<file path="src/hw/rtl/ddf_pkg.sv">
`default_nettype none

package ddf_pkg;

  // digit and value sizes
  localparam int unsigned MAX_DIGITS = 10;
  localparam int unsigned VALUE_BITS = 32;

  // field widths on the channels
  localparam int unsigned ValueW  = 32;
  localparam int unsigned CountW  = 4;
  localparam int unsigned ColW    = 8;
  localparam int unsigned RowW    = 3;
  localparam int unsigned FontW   = 8;
  localparam int unsigned CharW   = 6;

  // derived sizes
  localparam int unsigned DigIdxW = (MAX_DIGITS > 1) ? $clog2(MAX_DIGITS) : 1;
  localparam int unsigned BitCntW = (VALUE_BITS > 1) ? $clog2(VALUE_BITS) : 1;

  localparam logic [CharW-1:0] CharSpace = CharW'(8'h20);
  localparam logic [CharW-1:0] CharZero  = CharW'(8'h30);

  typedef enum logic [1:0] {
    ST_IDLE,
    ST_CONV,
    ST_EMIT
  } ddf_state_e;

endpackage

`default_nettype wire

</file>
<file path="src/hw/rtl/ddf_in_if.sv">
`default_nettype none

interface ddf_in_if
  import ddf_pkg::*;
();
  logic              valid;
  logic              ready;
  logic [ValueW-1:0] value;
  logic [CountW-1:0] digit_count;
  logic [ColW-1:0]   start_column;
  logic [RowW-1:0]   page_row;
  logic [FontW-1:0]  font_size;

  modport source (
    output valid, value, digit_count, start_column, page_row, font_size,
    input  ready
  );

  modport sink (
    input  valid, value, digit_count, start_column, page_row, font_size,
    output ready
  );
endinterface

`default_nettype wire

</file>
<file path="src/hw/rtl/ddf_out_if.sv">
`default_nettype none

interface ddf_out_if
  import ddf_pkg::*;
();
  logic             valid;
  logic             ready;
  logic [CharW-1:0] char_code;
  logic [ColW-1:0]  column;
  logic [RowW-1:0]  row_out;
  logic             last;

  modport source (
    output valid, char_code, column, row_out, last,
    input  ready
  );

  modport sink (
    input  valid, char_code, column, row_out, last,
    output ready
  );
endinterface

`default_nettype wire

</file>
<file path="src/hw/rtl/decimal_digit_formatter.sv">
`default_nettype none

// channel   dir  modport  payload
// in_i      in   sink     value, digit_count, start_column, page_row, font_size
// out_o     out  source   char_code, column, row_out, last
//
// one number at a time: the value is converted by a shift-and-add-3 register,
// one value bit per cycle, all VALUE_BITS (32) bits, then one character per
// cycle while out_o is ready, digit_count characters (up to 10)
// a digit_count of 0 emits no characters
// in_i is ready only while no number is being converted or emitted
// a stall on out_o holds the current character; rst_ni clears the control state

module decimal_digit_formatter
  import ddf_pkg::*;
(
  input  wire logic   clk_i,
  input  wire logic   rst_ni,
  ddf_in_if.sink      in_i,
  ddf_out_if.source   out_o
);

  ddf_state_e state_q, state_d;

  logic [VALUE_BITS-1:0]            val_q, val_d;
  logic [MAX_DIGITS-1:0][3:0]       bcd_q, bcd_d;
  logic [BitCntW-1:0]               bit_q, bit_d;
  logic [DigIdxW-1:0]               idx_q, idx_d;
  logic                             shown_q, shown_d;
  logic [ColW-1:0]                  col_q, col_d;
  logic [ColW-1:0]                  step_q, step_d;
  logic [RowW-1:0]                  row_q, row_d;

  logic [CountW-1:0]                cnt_sat;
  logic [3:0]                       cur_dig;
  logic                             fin_dig;
  logic                             blank;
  logic [CharW-1:0]                 code;
  logic [MAX_DIGITS-1:0][3:0]       bcd_adj;

  assign cnt_sat = (in_i.digit_count > CountW'(MAX_DIGITS)) ? CountW'(MAX_DIGITS)
                                                             : in_i.digit_count;

  // add 3 to every digit of 5 or more before the shift
  always_comb begin
    for (int i = 0; i < MAX_DIGITS; i++) begin
      bcd_adj[i] = (bcd_q[i] >= 4'd5) ? bcd_q[i] + 4'd3 : bcd_q[i];
    end
  end

  assign cur_dig = bcd_q[idx_q];
  assign fin_dig = (idx_q == '0);
  assign blank   = !shown_q && !fin_dig && (cur_dig == 4'd0);
  assign code    = blank ? CharSpace : CharZero + CharW'(cur_dig);

  assign in_i.ready      = (state_q == ST_IDLE);
  assign out_o.valid     = (state_q == ST_EMIT);
  assign out_o.char_code = code;
  assign out_o.column    = col_q;
  assign out_o.row_out   = row_q;
  assign out_o.last      = fin_dig;

  always_comb begin
    state_d = state_q;
    val_d   = val_q;
    bcd_d   = bcd_q;
    bit_d   = bit_q;
    idx_d   = idx_q;
    shown_d = shown_q;
    col_d   = col_q;
    step_d  = step_q;
    row_d   = row_q;
    unique case (state_q)
      ST_IDLE: begin
        if (in_i.valid) begin
          val_d   = in_i.value[VALUE_BITS-1:0];
          bcd_d   = '0;
          bit_d   = BitCntW'(VALUE_BITS - 1);
          idx_d   = DigIdxW'(cnt_sat - CountW'(1));
          shown_d = 1'b0;
          col_d   = in_i.start_column;
          step_d  = ColW'(in_i.font_size >> 1);
          row_d   = in_i.page_row;
          if (cnt_sat != '0) begin
            state_d = ST_CONV;
          end
        end
      end
      ST_CONV: begin
        for (int i = MAX_DIGITS - 1; i > 0; i--) begin
          bcd_d[i] = {bcd_adj[i][2:0], bcd_adj[i-1][3]};
        end
        bcd_d[0] = {bcd_adj[0][2:0], val_q[VALUE_BITS-1]};
        val_d    = val_q << 1;
        bit_d    = bit_q - BitCntW'(1);
        if (bit_q == '0) begin
          state_d = ST_EMIT;
        end
      end
      ST_EMIT: begin
        if (out_o.ready) begin
          shown_d = shown_q || !blank;
          col_d   = col_q + step_q;
          idx_d   = idx_q - DigIdxW'(1);
          if (fin_dig) begin
            state_d = ST_IDLE;
          end
        end
      end
      default: state_d = ST_IDLE;
    endcase
  end

  always_ff @(posedge clk_i or negedge rst_ni) begin
    if (!rst_ni) begin
      state_q <= ST_IDLE;
    end else begin
      state_q <= state_d;
    end
  end

  always_ff @(posedge clk_i) begin
    val_q   <= val_d;
    bcd_q   <= bcd_d;
    bit_q   <= bit_d;
    idx_q   <= idx_d;
    shown_q <= shown_d;
    col_q   <= col_d;
    step_q  <= step_d;
    row_q   <= row_d;
  end

  a_no_accept_while_emit: assert property (@(posedge clk_i) disable iff (!rst_ni)
    (in_i.valid && in_i.ready) |-> !out_o.valid)
    else $error("input transfer while a character is pending");

  a_char_range: assert property (@(posedge clk_i) disable iff (!rst_ni)
    out_o.valid |-> (out_o.char_code == CharSpace ||
                     (out_o.char_code >= CharZero && out_o.char_code <= CharZero + 6'd9)))
    else $error("character code out of range");

  a_last_ends: assert property (@(posedge clk_i) disable iff (!rst_ni)
    (out_o.valid && out_o.ready && out_o.last) |=> (state_q == ST_IDLE))
    else $error("emission continues after the last digit");

  a_col_step: assert property (@(posedge clk_i) disable iff (!rst_ni)
    (out_o.valid && out_o.ready && !out_o.last) |=>
      (out_o.valid && out_o.column == ColW'($past(out_o.column) + $past(step_q))))
    else $error("column did not advance by one step");

  a_idx_range: assert property (@(posedge clk_i) disable iff (!rst_ni)
    (state_q == ST_EMIT) |-> (idx_q < DigIdxW'(MAX_DIGITS)))
    else $error("digit index beyond the digit register");

endmodule

`default_nettype wire
</file>
<file path="src/flat_wrapper.sv">
// flat-port wrapper written by rule: the top's interface ports become plain ports
module decimal_digit_formatter_flat import ddf_pkg::*;
  (clk_i, rst_ni, in_i_valid, in_i_value, in_i_digit_count, in_i_start_column, in_i_page_row, in_i_font_size, in_i_ready, out_o_valid, out_o_char_code, out_o_column, out_o_row_out, out_o_last, out_o_ready);
  ddf_in_if in_i_i ();
  ddf_out_if out_o_i ();
  input  wire logic clk_i;
  input  wire logic rst_ni;
  input wire logic [$bits(in_i_i.valid)-1:0] in_i_valid;
  input wire logic [$bits(in_i_i.value)-1:0] in_i_value;
  input wire logic [$bits(in_i_i.digit_count)-1:0] in_i_digit_count;
  input wire logic [$bits(in_i_i.start_column)-1:0] in_i_start_column;
  input wire logic [$bits(in_i_i.page_row)-1:0] in_i_page_row;
  input wire logic [$bits(in_i_i.font_size)-1:0] in_i_font_size;
  output wire logic [$bits(in_i_i.ready)-1:0] in_i_ready;
  output wire logic [$bits(out_o_i.valid)-1:0] out_o_valid;
  output wire logic [$bits(out_o_i.char_code)-1:0] out_o_char_code;
  output wire logic [$bits(out_o_i.column)-1:0] out_o_column;
  output wire logic [$bits(out_o_i.row_out)-1:0] out_o_row_out;
  output wire logic [$bits(out_o_i.last)-1:0] out_o_last;
  input wire logic [$bits(out_o_i.ready)-1:0] out_o_ready;
  assign in_i_i.valid = in_i_valid;
  assign in_i_i.value = in_i_value;
  assign in_i_i.digit_count = in_i_digit_count;
  assign in_i_i.start_column = in_i_start_column;
  assign in_i_i.page_row = in_i_page_row;
  assign in_i_i.font_size = in_i_font_size;
  assign in_i_ready = in_i_i.ready;
  assign out_o_valid = out_o_i.valid;
  assign out_o_char_code = out_o_i.char_code;
  assign out_o_column = out_o_i.column;
  assign out_o_row_out = out_o_i.row_out;
  assign out_o_last = out_o_i.last;
  assign out_o_i.ready = out_o_ready;
  decimal_digit_formatter u_core (.clk_i(clk_i), .rst_ni(rst_ni), .in_i(in_i_i), .out_o(out_o_i));
endmodule
</file>
<file path="config.mk">
export PLATFORM = sky130hd
export DESIGN_NAME = decimal_digit_formatter_flat
export DESIGN_NICKNAME = d
export VERILOG_FILES = /design/src/hw/rtl/ddf_pkg.sv /design/src/hw/rtl/ddf_in_if.sv /design/src/hw/rtl/ddf_out_if.sv /design/src/hw/rtl/decimal_digit_formatter.sv /design/src/flat_wrapper.sv
export SDC_FILE = /design/constraint.sdc
export NUM_CORES = 1
export LEC_CHECK = 0
export ABC_AREA = 1
export BUFFER_PORTS_ARGS = -buffer_cell sky130_fd_sc_hd__clkbuf_2
export CAP_MARGIN = 40
export CORE_UTILIZATION = 30
export DETAILED_ROUTE_END_ITERATION = 10
export PLACE_DENSITY_LB_ADDON = 0.12
export SLEW_MARGIN = 20
export SYNTH_ARGS = -nofsm -noshare
export SYNTH_HDL_FRONTEND = slang
export SYNTH_SLANG_ARGS = --single-unit
</file>
<file path="constraint.sdc">
create_clock -name clk_i -period 7.2 [get_ports clk_i]
set_clock_uncertainty 0.15 [all_clocks]
set_input_delay 0 -clock clk_i [delete_from_list [all_inputs] [get_ports clk_i]]
set_output_delay 0 -clock clk_i [all_outputs]
set_load 0.01 [all_outputs]
</file>
# ---- Word-level counts from Yosys, hierarchy flattened
# Cells that the tools add are included.
dict set report totals {
  word_cells 104
  out_inout_bits 20
  ff_bits 102
  input_bits 59
}
dict set report classes {
  eq_ne 7
  reduce_logical 17
  add_sub_neg 15
  muxes 35
  order_cmp 12
}
# op n
set op_table {}
lappend op_table {{$pmux 40 s2} 1}
lappend op_table {{$pmux 32 s2} 1}
lappend op_table {{$mux 4} 13}
lappend op_table {{$ge 4x3->1 const B} 10}
lappend op_table {{$mux 40} 1}
lappend op_table {{$add 4x2->4 const B} 9}
lappend op_table {{$mux 32} 1}
lappend op_table {{$bmux 4 s4} 1}
lappend op_table {{$mux 8} 2}
lappend op_table {{$pmux 8 s2} 1}
lappend op_table {{$mux 2} 5}
lappend op_table {{$pmux 5 s2} 1}
lappend op_table {{$add 8x7->8} 1}
lappend op_table {{$logic_not 4->1} 2}
lappend op_table {{$ne 2x1->1 const B} 4}
lappend op_table {{$pmux 4 s2} 1}
lappend op_table {{$sub 4x1->4 const B} 2}
lappend op_table {{$add 5x5->6 const A} 1}
lappend op_table {{$mux 6} 1}
lappend op_table {{$pmux 2 s3} 1}
lappend op_table {{$logic_not 5->1} 1}
lappend op_table {{$lt 4x5->1 const B} 1}
lappend op_table {{$mux 5} 1}
lappend op_table {{$reduce_and 5->1} 1}
lappend op_table {{17 further kinds} 23}

# ---- Logic depth before layout (Yosys ltp)
# Gate-level depths: netlist of run 1.
dict set report logic_depth {
  word_depth 8
  ltp_mapped 12
  depth_no_buf 12
}

# ---- Worst setup path before layout of run 1
# No wires, ideal clock.
dict set report synth_timing {
  path_kind {reg-to-reg}
  startpoint {reg u_core.state_q[0]}
  endpoint {reg u_core.bcd_q[0] in the netlist's numbering (enable)}
  arrival_ns 2.107
  t_required_ns 6.273
  setup_slack_ns 4.166
  n_path_buf 1
  setup_ns 0.777
  path_stages_with_launch 6
  period_less_slack_ns 3.034
  cell_sequence {dfrtp_1 > inv_2 > nor2_1 > inv_1 > clkbuf_1 > nand2_1}
}
dict set report synth_via {
  elab_chain_len 3
  elab_cells_between_ends 5
  classes_between {2 x eq/ne; 3 x reduce/logical}
}
# element line
set synth_lines {}
lappend synth_lines {{from (decl)} decimal_digit_formatter.sv:23} ;# ddf_state_e state_q, state_d;
lappend synth_lines {{from (signal assigned)} decimal_digit_formatter.sv:118} ;# state_q <= state_d;
lappend synth_lines {{$eq 2x1->1 or $logic_not 2->1 (tied branches)} decimal_digit_formatter.sv:73} ;# unique case (state_q)
lappend synth_lines {{$reduce_bool 2->1 (no line) or $ne 2x2->1 (tied branches)} --}
lappend synth_lines {{$reduce_and 2->1 (no line) *} --}
lappend synth_lines {{to (signal assigned)} decimal_digit_formatter.sv:124} ;# bcd_q <= bcd_d;
lappend synth_lines {{to (decl)} decimal_digit_formatter.sv:26} ;# logic [MAX_DIGITS-1:0][3:0] bcd_q, bcd_d;
# Mark *: on every way between the ends. The rest lies on a longest branch, timed or not.
# A chain may end at the register's enable or synchronous reset.

# ---- Worst setup path in the final report of run 1
dict set report layout_timing {
  startpoint {reg u_core.state_q[1]}
  endpoint {reg u_core.bcd_q[29] in the netlist's numbering (enable)}
}
# Same word-level chain as after synthesis.

==> results of run 1 <==
## sequential cells by signal, summed over array words and instances, names as in the netlist
| name | flops |
|---|---|
| u_core.bcd_q | 40 |
| u_core.val_q | 32 |
| u_core.out_o.column | 8 |
| u_core.step_q | 7 |
| u_core.bit_q | 5 |
| u_core.idx_q | 4 |
| u_core.out_o.row_out | 3 |
| u_core.state_q | 2 |
| u_core.shown_q | 1 |
## power groups by stage
stage               clock (mW)  combinational [mW]  sequential [mW]
CTS                      0.552                1.02             1.17
global placement             0               0.946             1.18
floorplan                    0               0.753             1.15
global route             0.572                1.18             1.21
detailed placement           0               0.986             1.18
finish                   0.538                1.00             1.17
## layout by cell type, fill, tap and decap left out, types with 2 or more instances in the layout
cell type / instances
nand2_1: 192
edfxtp_1: 100
clkbuf_2: 76
inv_1: 73
dlygate4sd3_1: 58
o21ai_0: 48
nor2_1: 40
a21oi_1: 37
nand3_1: 34
ha_1: 30
clkbuf_16: 9
a211oi_1: 8
inv_2: 5
or2_2: 4
nand2_2: 3
a31oi_1: 3
nand3_2: 3
xor2_1: 3
nor3_1: 3
or2_0: 2
o21ai_1: 2
xnor2_1: 2
nor2_2: 2
bufinv_16: 2
buf_4: 2
dfrtp_1: 2
## per-layer routing
| metal | vias to the layer above | part of all wire, % | track usage, % |
|---|---|---|---|
| li1 | 2348 | - | - |
| met1 | 2104 | 48 | 17.3 |
| met2 | 56 | 48 | 23.6 |
| met3 | 11 | 1.7 | 1.72 |
| met4 | 0 | 1.6 | 5.96 |
| met5 | - | 0 | 0 |
## worst max path at each step
stage,slack [ns],to,depth (start not counted),from
after global routing,4.45,u_core.val_q[24],5,u_core.state_q[1]
after floorplan,4.17,u_core.bcd_q[0],5,u_core.state_q[0]
after CTS,4.59,u_core.val_q[23],5,u_core.state_q[1]
after global placement,4.46,u_core.val_q[11],4,u_core.state_q[1]
final,4.67,u_core.bcd_q[29],5,u_core.state_q[1]
after detailed placement,4.60,u_core.val_q[11],5,u_core.state_q[1]
## cell type report
class | instances | share of cell area, %
clock buffer | 9 | 3.14
multi-input combinational | 428 | 30.7
sequential | 102 | 42.6
inverter | 78 | 4.09
timing repair buffer | 138 | 14.2
tap | 229 | 4.00
clock inverter | 7 | 1.34
## tightest hold or removal path, cell delays in order
cell,delay [ns]
clkbuf_2,0.10
nand2_1,0.08
a31oi_1,0.12
nand2_1,0.07
nor2_1,0.04
xnor2_1,0.12
## timing repair
action,in CTS,in global routing
hold buffers,58,0
hold endpoints to repair,55,0
setup endpoints to repair,0,0
## logic make-up after synthesis
| family | after synthesis | synth area share, % |
|---|---|---|
| xor gates and xnor gates | 5 | 0.775 |
| and+or+nand+nor | 288 | 21.0 |
| buffers and inverters | 98 | 7.35 |
| AOI/OAI and AO/OA | 103 | 9.83 |
| adders and majority gates | 31 | 7.00 |
| DFF | 102 | 54.0 |
| other | 1 | 0.0664 |
## through the flow
step | util [%] | power, mW | instance area, um^2 | hold WS (ns) | setup WS [ns]
2_1_floorplan | - | 1.90 | 5650 | -0.446 | 4.17
3_3_place_gp | 34.2 | 2.13 | 6230 | -0.364 | 4.46
3_5_place_dp | 34.4 | 2.16 | 6260 | -0.360 | 4.60
4_1_cts | 39.4 | 2.74 | 7170 | 0.133 | 4.59
5_1_grt | 39.4 | 2.96 | 7170 | 0.182 | 4.45
6_report | 39.4 | 2.71 | 7170 | 0.135 | 4.67
==> impl_metrics.ini, run 1 <==
[setup_path]
crit_path_max_incr_delay_ns = 0.58
critical_path_required_ns = 7.09
slowest_stage = buf_4
path_cells = nor2_4 -> buf_4 -> inv_1 -> nand2_4 -> buf_16
cp_num_buf_inv = 3
cp.arrival_ns = 2.42
r2r_setup_slack_ns = 4.67
r2r_end = u_core.bcd_q[29]
worstReg2RegStart = u_core.state_q[1]
cp-start-kind = flip-flop
worstSetupPathType = reg2reg
path_max_fanout = 74
rr_worst_depth = 5
critical-path-top-delay-family = buffers and inverters
crit_path_end_kind = flip-flop

[clock_tree]
cts_root_buffer = clkbuf_16
h-tree-depth = 3
clkTransAtPathRegs_ns = 0.07
cts_post_setup_buffers_inserted = 0
clk_latency_ns = 0.35
clock-sinks = 102
cts_buffer_depth = 2
cts_resized = 0
cts-buffers-inserted = 9
tritoncts = done

[power_and_ir_drop]
pwr_density_cell_mw_per_mm2 = 378
p_comb_share_pct = 36.9
seqPwrFrac_pct = 43.2
p_switching_uw = 999
swShare_pct = 36.9
clock_power_share_pct = 19.8
vdd_ir_drop_max_mv = 0.129
intPower_mw = 1.71
power_leakage_nw = 3.33

[sta]
worst_slew_pin_slew_ns = 0.713
slew_headroom_pct = 52.5
slew_violations = 0
min_period_ns = 2.53
setup_viol_count_final = 0
fin_tns_setup_ns = 0
rsz0062_at_grt = false
finalCritPeriodShare_pct = 35.2
clock.fmax_mhz = 395
finalHoldViolCount = 0

[yosys]
ys_warn_count = 0
synth_edf_count = 100
syn_inst = 628
synth_commonest_cells = nand2_1 (193), edfxtp_1 (100), inv_1 (73), o21ai_0 (48), nor2_1 (41)
synth_fp_nets = 718
syn_area_per_cell_um2 = 9.00
ys_seq_area_share_pct = 54.0
synthesis.area_mm2 = 0.00565
synthMostInstantiatedCell = nand2_1
synth_top_cell_by_area = edfxtp_1
synth_ff_type = edfxtp_1
synth.distinct_cells = 36
synthArstFlopShare_pct = 1.96
netlist_top_cells_area = edfxtp_1 (53%), nand2_1 (13%), ha_1 (6.6%)
yosys_register_bits = 102
netlist.area_leader.share_pct = 53.1

[floorplan]
die_area_mm2 = 0.0194
io_pins = 79
dieWidth_um = 139
core_area_mm2 = 0.0182
die_h_um = 139
initial_core_util_pct = 31.0
num_rows = 49

[global_routing]
antenna_found_initial = 0
track_usage_pct = 13.7
overflow = 0
grt_pass1_vias = 4434
grt_start_max_net_pins = 75
grt_pass1_wl_um = 21100

[cells_and_area]
syn_to_final_growth_pct = 26.8
stdcell_count = 991
seq_area_mm2 = 0.00305
layout-drive-gt1-share_pct = 15.2
diodes = 0
nets = 847
multi_input_area_mm2 = 0.00220
fill_cells = 1794

[route]
dr.first_iter.drc_count = 293
ant_nets = 0
num_vias = 4519
totalWireLength_um = 12500
drc = 0
dr.pass1.iters = 4
vias_per_cell = 4.56
wl_per_cell_um = 12.6

[worst_hold_path]
hp-class = in2reg
holdPathEnd = u_core.idx_q[3]
min_path_cells = 6
hold_start = in_i_digit_count[3]

[flow_run]
drv_cap = 0

[placement]
hpwl_um = 8380
portBuffers = 76
dp.cells = 917
gp_congestion = 0.796

[outcome]
outcome = finished, final reports clean
No activity file was read; power rests on OpenSTA's default activity.
==> inputs of run 2 (changes only) <==
==> constraint.sdc (replaced) <==
create_clock -name clk_i -period 2.65 [get_ports clk_i]
set_clock_uncertainty 0.15 [all_clocks]
set_input_delay 0 -clock clk_i [delete_from_list [all_inputs] [get_ports clk_i]]
set_output_delay 0 -clock clk_i [all_outputs]
set_load 0.01 [all_outputs]
==> impl_metrics.ini, run 2 (synthesis gave the netlist of run 1 again) <==
[outcome]
outcome = finished, final reports clean

[floorplan]
core_area_mm2 = 0.0182
io_pins = 79
die_h_um = 139
num_rows = 49
initial_core_util_pct = 31.0
die_area_mm2 = 0.0194
dieWidth_um = 139

[placement]
portBuffers = 76
gp_congestion = 0.768
hpwl_um = 8760

[sta]
finalHoldViolCount = 0
clock.fmax_mhz = 427
slew_violations = 0
slew_headroom_pct = 54.5
fin_tns_setup_ns = 0
setup_viol_count_final = 0
finalCritPeriodShare_pct = 88.5
worst_slew_pin_slew_ns = 0.683
rsz0062_at_grt = false
hold_slack_ns = 0.0787
min_period_ns = 2.34

[cells_and_area]
final_common_cell = nand2_1
top_register = u_core.bcd_q
nets = 849
largest_reg_flops = 40
syn_to_final_growth_pct = 26.5
utilization_pct = 39.3
diodes = 0
final_cell_mix = nand2_1 (192), edfxtp_1 (100), clkbuf_2 (76)
layout-drive-gt1-share_pct = 15.3

[setup_path]
path_max_fanout = 20
cp-start-kind = flip-flop
cp.arrival_ns = 2.19
critical_path_required_ns = 2.50
worstSetupPathType = reg2out
crit_path_end_kind = output port

[global_routing]
grt_pass1_wl_um = 21200
track_usage_pct = 13.8
grt_start_max_net_pins = 60
overflow = 0
antenna_found_initial = 0
grt_pass1_vias = 4400

[route]
drc = 0
dr.first_iter.drc_count = 196
totalWireLength_um = 12700
vias_per_cell = 4.51
dr.pass1.iters = 5
wl_per_cell_um = 12.7
num_vias = 4474
ant_nets = 0

[power_and_ir_drop]
power_leakage_nw = 3.32
pwr_density_cell_mw_per_mm2 = 1010
vdd_ir_drop_max_mv = 0.347

[clock_tree]
tritoncts = done
postCtsHoldBufs = 58
clock-sinks = 102
cts_root_buffer = clkbuf_16
cts_post_setup_buffers_inserted = 0
cts_buffer_depth = 2
clk_latency_ns = 0.35
cts-buffers-inserted = 9
h-tree-depth = 3
cts_resized = 0
clkTransAtPathRegs_ns = 0.07

[flow_run]
drv_cap = 0

[worst_hold_path]
hp-class = in2reg
==> run 2: per-stage QoR <==
step                      instance area (um^2)  setup slack [ns]  power (mW)  cells
after global placement                    6290             0.519        5.84    919
after detailed placement                  6290             0.490        5.93    919
after CTS                                 7150             0.255        7.31    993
after global routing                      7150            0.0810        7.90    993
after floorplan                           5650             0.381        5.15    628
final                                     7150             0.306        7.20    993
==> run 2: critical path: stages, from the launching register on <==
cell and delay (ns):
edfxtp_1 0.79, inv_2 0.27, nand2_1 0.13, nand3_1 0.08
nand3_1 0.12, nand3_1 0.07, nand2_1 0.10, nor2_2 0.06
nand3_2 0.06, clkbuf_2 0.16
==> run 2: worst paths after layout <==
| kind | start | endpoint | slack [ns] | depth (start not counted) |
|---|---|---|---|---|
| max in group asynchronous | rst_ni | u_core.state_q[0] | 1.84 | 3 |
| setup reg to reg | u_core.idx_q[0] | u_core.idx_q[0] | 0.38 | 4 |
| min in group asynchronous | rst_ni | u_core.state_q[1] | 0.38 | 3 |
| hold / removal | in_i_valid | u_core.out_o.column[2] | 0.08 | 3 |
| setup / recovery | u_core.idx_q[0] | out_o_char_code[4] | 0.31 | 9 |
| hold reg to reg | u_core.val_q[5] | u_core.val_q[6] | 0.38 | 2 |
==> run 2: routing by layer <==
layer	wire (um)	GRT usage [%]	share of wire [%]
met3	309	1.93	2.4
met2	6040	23.1	48
met1	6090	18.0	48
met5	0	0	0
met4	218	5.79	1.7
==> run 2: cell type report <==
type / instances / area (um^2)
clock buffer: 9 / 225
tap: 229 / 287
inverter: 78 / 293
sequential: 102 / 3050
multi-input combinational: 428 / 2200
clock inverter: 7 / 50.0
timing repair buffer: 140 / 1040
fill: 1805 / 11100
==> run 2: where the power goes <==
group          leakage [nW]  internal (mW)  total [mW]  switching [mW]
registers              1.05           2.81        3.18           0.373
logic                  2.14           1.03        2.76            1.73
clock network         0.131          0.640        1.26           0.623
==> inputs of run 3 (changes only) <==
--- a/config.mk
+++ b/config.mk
@@ -5,7 +5,7 @@
 export SDC_FILE = /design/constraint.sdc
 export NUM_CORES = 1
 export LEC_CHECK = 0
-export ABC_AREA = 1
+export ABC_AREA = 0
 export BUFFER_PORTS_ARGS = -buffer_cell sky130_fd_sc_hd__clkbuf_2
 export CAP_MARGIN = 40
 export CORE_UTILIZATION = 30
==> impl_metrics.ini, run 3 <==
[outcome]
outcome = complete, but fails checks
violations = DRC

[yosys]
synthMostInstantiatedCell = nand2_1
synth_edf_count = 100
synth_top_cell_by_area = edfxtp_1
synth_ff_type = edfxtp_1
yosys_register_bits = 102
synth_fp_nets = 634
ys_seq_area_share_pct = 54.9
netlist.area_leader.share_pct = 54.0
ys_warn_count = 0
synth_commonest_cells = nand2_1 (133), edfxtp_1 (100), nor2_1 (51), a21oi_1 (39), inv_1 (31)
syn_inst = 544
synthArstFlopShare_pct = 1.96
netlist_top_cells_area = edfxtp_1 (54%), nand2_1 (9.0%), ha_1 (6.7%)
syn_area_per_cell_um2 = 10.2
synthesis.area_mm2 = 0.00557
synth.distinct_cells = 46

[power_and_ir_drop]
intPower_mw = 4.41
swShare_pct = 35.2
clock_power_share_pct = 18.5
power_mw = 6.81
power_leakage_nw = 3.06
pwr_density_cell_mw_per_mm2 = 964
p_switching_mw = 2.40
seqPwrFrac_pct = 46.5
p_comb_share_pct = 35.0
vdd_ir_drop_max_mv = 0.362

[route]
totalWireLength_um = 12000
num_vias = 4127
ant_nets = 0
dr.pass1.iters = 7
wl_per_cell_um = 13.2
vias_per_cell = 4.54
dr.first_iter.drc_count = 215
drc = 7

[global_routing]
grt_pass1_wl_um = 20000
overflow = 0
grt_start_max_net_pins = 78
grt_pass1_vias = 4111
antenna_found_initial = 0
track_usage_pct = 13.1

[setup_path]
cp-start-kind = flip-flop
r2r_end = u_core.shown_q
slowest_stage = mux4_2
critical_path_required_ns = 2.50
cp_num_buf_inv = 1
critical-path-top-delay-family = simple AND/OR/NAND/NOR gates
path_max_fanout = 7
rr_worst_depth = 5
crit_path_end_kind = output port
worstSetupPathType = reg2out
r2r_setup_slack_ns = 0.52
crit_path_max_incr_delay_ns = 0.53
worstReg2RegStart = u_core.idx_q[3]
path_cells = mux4_2 -> nor2b_4 -> a211oi_2 -> a21oi_2 -> or3_1 -> clkbuf_2
cp.arrival_ns = 2.33

[worst_hold_path]
min_path_cells = 4
holdPathEnd = u_core.idx_q[3]
hold_start = in_i_digit_count[1]
hp-class = in2reg

[floorplan]
die_h_um = 138
core_area_mm2 = 0.0181
num_rows = 49
io_pins = 79
dieWidth_um = 138
die_area_mm2 = 0.0191
initial_core_util_pct = 30.8

[sta]
finalHoldViolCount = 0
clock.fmax_mhz = 403
min_period_ns = 2.48
slew_headroom_pct = 52.6
setup_viol_count_final = 0
worst_slew_pin_slew_ns = 0.705
rsz0062_at_grt = false
fin_tns_setup_ns = 0
slew_violations = 0
hold_slack_ns = 0.0467
finalCritPeriodShare_pct = 93.7

[cells_and_area]
layout-drive-gt1-share_pct = 15.6
syn_to_final_growth_pct = 27.0
fill_cells = 1749
largest_reg_flops = 40
final_cell_mix = nand2_1 (132), edfxtp_1 (100), clkbuf_2 (76)
final_area_mm2 = 0.00707
final_common_cell = nand2_1
diodes = 0
utilization_pct = 39.1
nets = 765
top_register = u_core.bcd_q

[clock_tree]
cts_resized = 0
clkTransAtPathRegs_ns = 0.06
cts_buffer_depth = 2
clock-sinks = 102
tritoncts = done
h-tree-depth = 3
clk_latency_ns = 0.34
cts_root_buffer = clkbuf_16
cts-buffers-inserted = 9

[placement]
dpl_cell_area_mm2 = 0.00623
hpwl_um = 7890
gp_congestion = 0.832
portBuffers = 76

[flow_run]
drv_cap = 0
==> run 3: cells by family (layout without fill, tap and decap cells) <==
group	count (synthesis)	in the layout	synth area share [%]
AO/OA/AOI/OAI	81	81	8.68
XOR/XNOR	23	23	3.62
adder cells (fa/ha/maj)	31	31	7.10
buffers and inverters	52	188	3.80
flip-flops	102	102	54.9
multiplexers	18	18	3.69
other	1	1	0.0674
AND/OR/NAND/NOR	236	236	18.2
==> run 3: layer usage <==
metal  vias to the layer above  GRT usage [%]  share of wire, %
li1                       2133              -                 -
met1                      1916           16.4                47
met2                        66           22.7                49
met3                        12           2.04               2.5
met4                         0           5.44               1.7
met5                         -              0                 0
==> run 3: repair_timing <==
action | CTS | global route
hold endpoints to repair | 55 | 0
hold buffers | 56 | 0
buffers inserted | 0 | 0
endpoints found under the setup margin | 0 | 0
==> run 3: power by group through the flow <==
stage	Clock (mW)	Combinational, mW	Sequential (mW)
3_3_place_gp	0	2.27	3.20
6_report	1.26	2.38	3.17
4_1_cts	1.30	2.42	3.18
3_5_place_dp	0	2.34	3.21
2_1_floorplan	0	1.83	3.07
5_1_grt	1.36	2.77	3.28
==> run 3: tightest hold or removal path, stage by stage <==
cell and delay (ns):
clkbuf_2 0.11, o31a_1 0.14, nor3_1 0.05, a21oi_1 0.11
==> run 3: metrics by stage <==
stage,setup slack [ns],cells
global route,0.0401,909
finish,0.166,909
global placement,0.534,837
CTS,0.162,909
detailed placement,0.551,837
floorplan,0.163,544
==> run 3: area by class of cell <==
type	count	area [um^2]	share of cell area (%)
flip-flops and latches	102	3050	43.2
multi-input cells	390	2310	32.7
repair buffers	140	1030	14.5
well taps	229	287	4.05
clock buffers	13	250	3.54
inverters	32	120	1.70
clock inverters	3	22.5	0.319
==> run 3: worst max-delay path by stage <==
stage / startpoint / cells past startpoint / to
after global routing: u_core.idx_q[3] / 6 / out_o_char_code[4]
final: u_core.idx_q[3] / 6 / out_o_char_code[4]
after floorplan: u_core.state_q[1] / 4 / u_core.bcd_q[0]
after detailed placement: u_core.idx_q[3] / 5 / u_core.shown_q
after global placement: u_core.idx_q[3] / 6 / out_o_char_code[4]
after CTS: u_core.idx_q[3] / 6 / out_o_char_code[4]
